===== config.mk =====
export PLATFORM = sky130hd
export DESIGN_NAME = obpr_box_mem
export DESIGN_NICKNAME = d
export VERILOG_FILES = /design/src/hdl/obpr_pkg.sv /design/src/hdl/obpr_box_mem.sv
export SDC_FILE = /design/constraint.sdc
export NUM_CORES = 2
export LEC_CHECK = 0
export BUFFER_PORTS_ARGS = -buffer_cell sky130_fd_sc_hd__buf_2
export CAP_MARGIN = 20
export CORE_ASPECT_RATIO = 0.8
export CORE_MARGIN = 2
export CORE_UTILIZATION = 50
export CTS_BUF_LIST = sky130_fd_sc_hd__clkbuf_4 sky130_fd_sc_hd__clkbuf_8 sky130_fd_sc_hd__clkbuf_16
export CTS_CLUSTER_DIAMETER = 60
export DETAILED_ROUTE_END_ITERATION = 10
export PLACE_DENSITY_LB_ADDON = 0.1
export SYNTH_ARGS = -nofsm -noshare
export SYNTH_HDL_FRONTEND = slang
export SYNTH_SLANG_ARGS = --single-unit

===== constraint.sdc =====
create_clock -name clk -period 18.2 [get_ports clk]
set_input_delay 0 -clock clk [delete_from_list [all_inputs] [get_ports clk]]
set_output_delay 0 -clock clk [all_outputs]
set_load 0.01 [all_outputs]

===== src/hdl/obpr_pkg.sv =====
// ----------------------------------------------------------------------------
// Oriented box point rejector package
// Shared types, codes and constants for the box table, the box test datapath
// and the sequencer.
// ----------------------------------------------------------------------------
package obpr_pkg;

	// Default depth of the box table.
	localparam int MAX_BOXES_DEF = 16;

	// Configuration port geometry.
	localparam int PADDR_W = 3;
	localparam int PDATA_W = 32;

	// Item kinds carried in the func field.
	localparam logic [1:0] FUNC_START  = 2'd0;
	localparam logic [1:0] FUNC_APPEND = 2'd1;
	localparam logic [1:0] FUNC_TICK   = 2'd2;
	localparam logic [1:0] FUNC_POINT  = 2'd3;

	// Register indexes, taken from paddr[2].
	localparam logic REG_MARGIN  = 1'b0;
	localparam logic REG_TIMEOUT = 1'b1;

	// Reset values of the configuration registers.
	localparam logic [30:0] MARGIN_RST  = 31'd6554;
	localparam logic [31:0] TIMEOUT_RST = 32'd1000;

	// One stored box: centre, half-extent plus margin in Q16.17, heading.
	typedef struct packed {
		logic signed [31:0] cx;
		logic signed [31:0] cy;
		logic signed [31:0] cz;
		logic        [32:0] hx;
		logic        [32:0] hy;
		logic        [32:0] hz;
		logic signed [15:0] cos_h;
		logic signed [15:0] sin_h;
	} box_entry_t;

	// Steps of the shared box test datapath.
	typedef enum logic [2:0] {
		OP_NONE,
		OP_DIFF,
		OP_MUL0,
		OP_MUL1,
		OP_MUL2,
		OP_MUL3,
		OP_SUBV
	} dp_op_t;

	// Control from the sequencer to the datapath.
	typedef struct packed {
		logic   load_point;
		dp_op_t op;
	} dp_ctrl_t;

	// Sequencer states.
	typedef enum logic [3:0] {
		ST_IDLE,
		ST_READ,
		ST_DIFF,
		ST_MUL0,
		ST_MUL1,
		ST_MUL2,
		ST_MUL3,
		ST_SUBV,
		ST_CHECK,
		ST_PUSH
	} state_t;

endpackage


===== src/hdl/obpr_box_mem.sv =====
// ----------------------------------------------------------------------------
// Box table memory
// One write port and one registered read port holding the stored boxes.
// ----------------------------------------------------------------------------
module obpr_box_mem #(
	parameter int MAX_BOXES = obpr_pkg::MAX_BOXES_DEF,
	localparam int IdxW = (MAX_BOXES > 1) ? $clog2(MAX_BOXES) : 1
) (
	input  logic                   clk,
	input  logic                   wr_en,
	input  logic [IdxW-1:0]        wr_addr,
	input  obpr_pkg::box_entry_t   wr_data,
	input  logic                   rd_en,
	input  logic [IdxW-1:0]        rd_addr,
	output obpr_pkg::box_entry_t   rd_data
);

	obpr_pkg::box_entry_t mem [MAX_BOXES];

	// Write port.
	always_ff @(posedge clk) begin
		if (wr_en) begin
			mem[wr_addr] <= wr_data;
		end
	end

	// Registered read port; the data holds until the next read.
	always_ff @(posedge clk) begin
		if (rd_en) begin
			rd_data <= mem[rd_addr];
		end
	end

endmodule


==> results summary <==
The run finished with clean final reports. The share of the yosys chip area belonging to registers came out at 81.3%. The overall die height came out at 482 µm. The HPWL after detailed placement came out at 177 mm. Gates resized during post-CTS repair numbered 0. The worst setup path is launched from an input port.

Setup repair after global routing left no endpoint under its margin. The wire length per cell is 32.1 µm. The met3 track utilization from global routing is 3.32%. The post-synthesis to final-layout area growth is 15.7%. The mapped cell area came out at 0.143 mm². The number of global-route vias before repair came to 68,700. The worst-path maximum fanout came out at 97. The combinational fraction of design power came out at 5.0%. The critical path is of the input port to flop type.

The arrival time at the worst endpoint is 5.46 ns. The end of the worst register-to-register path is rd_data[40]. The first-pass GRT wire length is 504 mm.

The post-synthesis average cell area came out at 24.0 µm². The number of placed I/O pins came out at 465. The capture point of the worst path is rd_data[131]. The count of placed standard cells including taps came out at 10,000.

The initial utilization of the core area, before any placement, comes to 50.2%. In this run the clock root is driven by a sky130_fd_sc_hd__clkbuf_16. The later-pin clock latency in the skew report is 0.90 ns. Setup violations remaining at the end of the flow were counted as 0.

The count of endpoints failing hold in the final timing report came out at 0. The switching power came out at 3.88 mW. The cell count after synthesis came out at 5,935.

The top cell types in the final layout, fill and taps aside, are 3,859 x sky130_fd_sc_hd__edfxtp_1, 840 x sky130_fd_sc_hd__mux4_2, 484 x sky130_fd_sc_hd__a22oi_1, 460 x sky130_fd_sc_hd__buf_2, 388 x sky130_fd_sc_hd__clkbuf_16. The horizontal die dimension is 601 µm. The cell row count is 175. For this design the static power due to leakage is 53.3 nW.

The number of warnings issued by yosys is 0. The DRC violation count after routing came out at 0. At the pin with the least slew margin, the transition time is 1.16 ns.

The leftover overflow at the end of global routing is 0. The number of synthesized register bits is 3,859. The total clock sinks is 3,859.

The summed negative setup slack over all endpoints is 0 ns. TritonCTS built the clock tree. The internal power summed over all cells is 14.9 mW.

The maximum achievable frequency is 206 MHz. The highest ir drop seen on vdd came out at 0.0000911 V. The via density per instance came out at 6.10.

The register clock-pin slew on the reported worst setup and hold paths is 0.06 ns. The worst register-to-register path begins at mem[7][40]. Excluding fillers, the count of instances in the completed layout stands at 11,000. The number of distinct library cells after synthesis came out at 19. The initial antenna violation count is 47. The share of post-route cells with drive strength above 1 is 28.7%. Across the run, the number of max-cap violations was 0.

Power spread over the standard cell area amounts to 114 mW/mm². The maximum count of clock buffers along a single path came out at 4. The final antenna-violating net count came out at 0. Leaving out fill and tap cells, the most frequent cell in the layout is sky130_fd_sc_hd__edfxtp_1. Entering global routing, the biggest net connects 138 pins. The routed layout has 67,400 vias. The total power of the final layout is 18.7 mW. The die covers 0.290 mm². The overall global routing resource usage came out at 24.4%. In the global route stage, met2 resource usage came out at 40.1%. The final critical delay including setup and external delays is 4.85 ns. The CTS buffer count came out at 380. The initial detailed-routing violation count came out at 7,296. The share of power burned in the clock network is 41.2%. Headroom to the max-slew limit came out at 22.6%. The path depth of the worst reg2reg path came out at 3. The met1 track demand over resource is 34.6%. The synthesized netlist net count came out at 6,173. The register-to-register setup slack is 16.59 ns. The number of iterations in the first detailed-routing pass is 5. The final max-slew violation count was 0. The required time of the critical path came out at 18.80 ns. The number of nets in the final layout came out at 7,166. The share of power burned in registers is 53.8%. The switching part of the total is 20.7%. The worst setup path is captured at a flop. The largest clock skew in the final design is 0.0585 ns.

The post-detailed-routing wire length is 355 mm. The total of buffers placed on input and output ports came out at 464. The most critical setup path has its startpoint at rd_addr[0]. The number of setup buffers added after CTS came out at 0. The most heavily used metal layer in global routing is met2.

In this run the number of H-tree levels came out at 5. The placeable core region is 0.284 mm². The path class of the tightest hold or removal check is input port to flop. The global placer's final weighted congestion came out at 0.744. The final worst-path cycle share came out at 26.7%.
[state kept, by name, indices dropped and copies added, names as in the netlist]
| signal | cells |
|---|---|
| rd_data | 227 |
| mem | 3632 |
[worst max-delay path: stages]
cell                            delay, ns
sky130_fd_sc_hd__dlygate4sd3_1       0.58
sky130_fd_sc_hd__buf_12              0.57
sky130_fd_sc_hd__buf_4               0.87
sky130_fd_sc_hd__buf_12              0.64
sky130_fd_sc_hd__buf_4               0.80
sky130_fd_sc_hd__buf_4               0.78
sky130_fd_sc_hd__mux4_2              0.59
sky130_fd_sc_hd__a22oi_1             0.22
sky130_fd_sc_hd__nand2_1             0.08
[power groups by stage]
stage	Sequential, mW	Combinational (mW)	Clock, mW
final	10.1	0.941	7.71
after CTS	10.1	0.960	7.86
after floorplan	10.3	0.473	0
after global routing	10.1	1.01	8.21
after detailed placement	10.3	0.896	0
after global placement	10.3	0.882	0
[area by class of cell]
cell class / instances / area (µm²)
multi-input combinational: 1764 / 25300
clock inverter: 213 / 1870
clock buffer: 471 / 10300
sequential: 3859 / 116000
fill: 20500 / 119000
tap: 3805 / 4760
antenna: 13 / 32.5
timing repair buffer: 923 / 6770
[metal layers]
layer | routed length [µm] | up-vias
li1 | - | 27600
met5 | 149 | -
met1 | 148000 | 36900
met4 | 10400 | 26
met3 | 20600 | 588
met2 | 175000 | 2334
[cell families after synthesis]
group	after synthesis	synth area share, %
DFF	3859	81.3
muxes	980	14.2
AOI/OAI and AO/OA	488	2.56
buffers and inverters	312	1.08
and+or+nand+nor	296	0.847
[synth_stat cells]
cell                          n  share of area, %
sky130_fd_sc_hd__a22oi_1    484               2.5
sky130_fd_sc_hd__buf_6        3             0.024
sky130_fd_sc_hd__nor3_1       4             0.014
sky130_fd_sc_hd__and2_1       4             0.018
sky130_fd_sc_hd__buf_2       78              0.27
sky130_fd_sc_hd__mux4_2     840                13
sky130_fd_sc_hd__nand3_1     35              0.12
sky130_fd_sc_hd__buf_4       68              0.36
sky130_fd_sc_hd__o21ai_0      4             0.014
sky130_fd_sc_hd__buf_1       44              0.12
sky130_fd_sc_hd__mux2i_1    140              0.98
sky130_fd_sc_hd__nand2_1    224              0.59
sky130_fd_sc_hd__edfxtp_1  3859                81
sky130_fd_sc_hd__nand3b_1     2             0.011
sky130_fd_sc_hd__nand2b_1     2            0.0088
sky130_fd_sc_hd__or3b_2       1            0.0061
sky130_fd_sc_hd__clkbuf_1   119              0.31
sky130_fd_sc_hd__nor2_1      16             0.042
sky130_fd_sc_hd__nor2b_1      8             0.035
[how the worst min path moves through the flow]
stage,start,end,slack [ns],depth (start not counted)
2_1_floorplan,wr_data[0],mem[0][0],0.1,0
3_3_place_gp,wr_data[149],mem[2][149],0.37,1
3_5_place_dp,wr_data[149],mem[3][149],0.38,1
4_1_cts,wr_data[99],mem[4][99],0.0006,2
5_1_grt,wr_data[124],mem[4][124],0.04,2
6_report,wr_data[209],mem[8][209],0.07,2
[per-stage QoR]
step / utilization, % / setup WS, ns / instance area [µm²] / hold WS, ns
global route: 58.1 / 12.81 / 165000 / 0.0399
global placement: 52.7 / 12.91 / 150000 / 0.368
floorplan: - / 1.31 / 143000 / 0.0989
CTS: 58.1 / 13.17 / 165000 / 0.000566
detailed placement: 52.7 / 12.86 / 150000 / 0.382
finish: 58.1 / 13.35 / 165000 / 0.0739
[timing repair]
item                                    4_1_cts  5_1_grt
endpoints found under the hold margin      3829        0
hold buffers                                306        0
endpoints found under the setup margin        0        0
(Power assumes the default switching activity.)
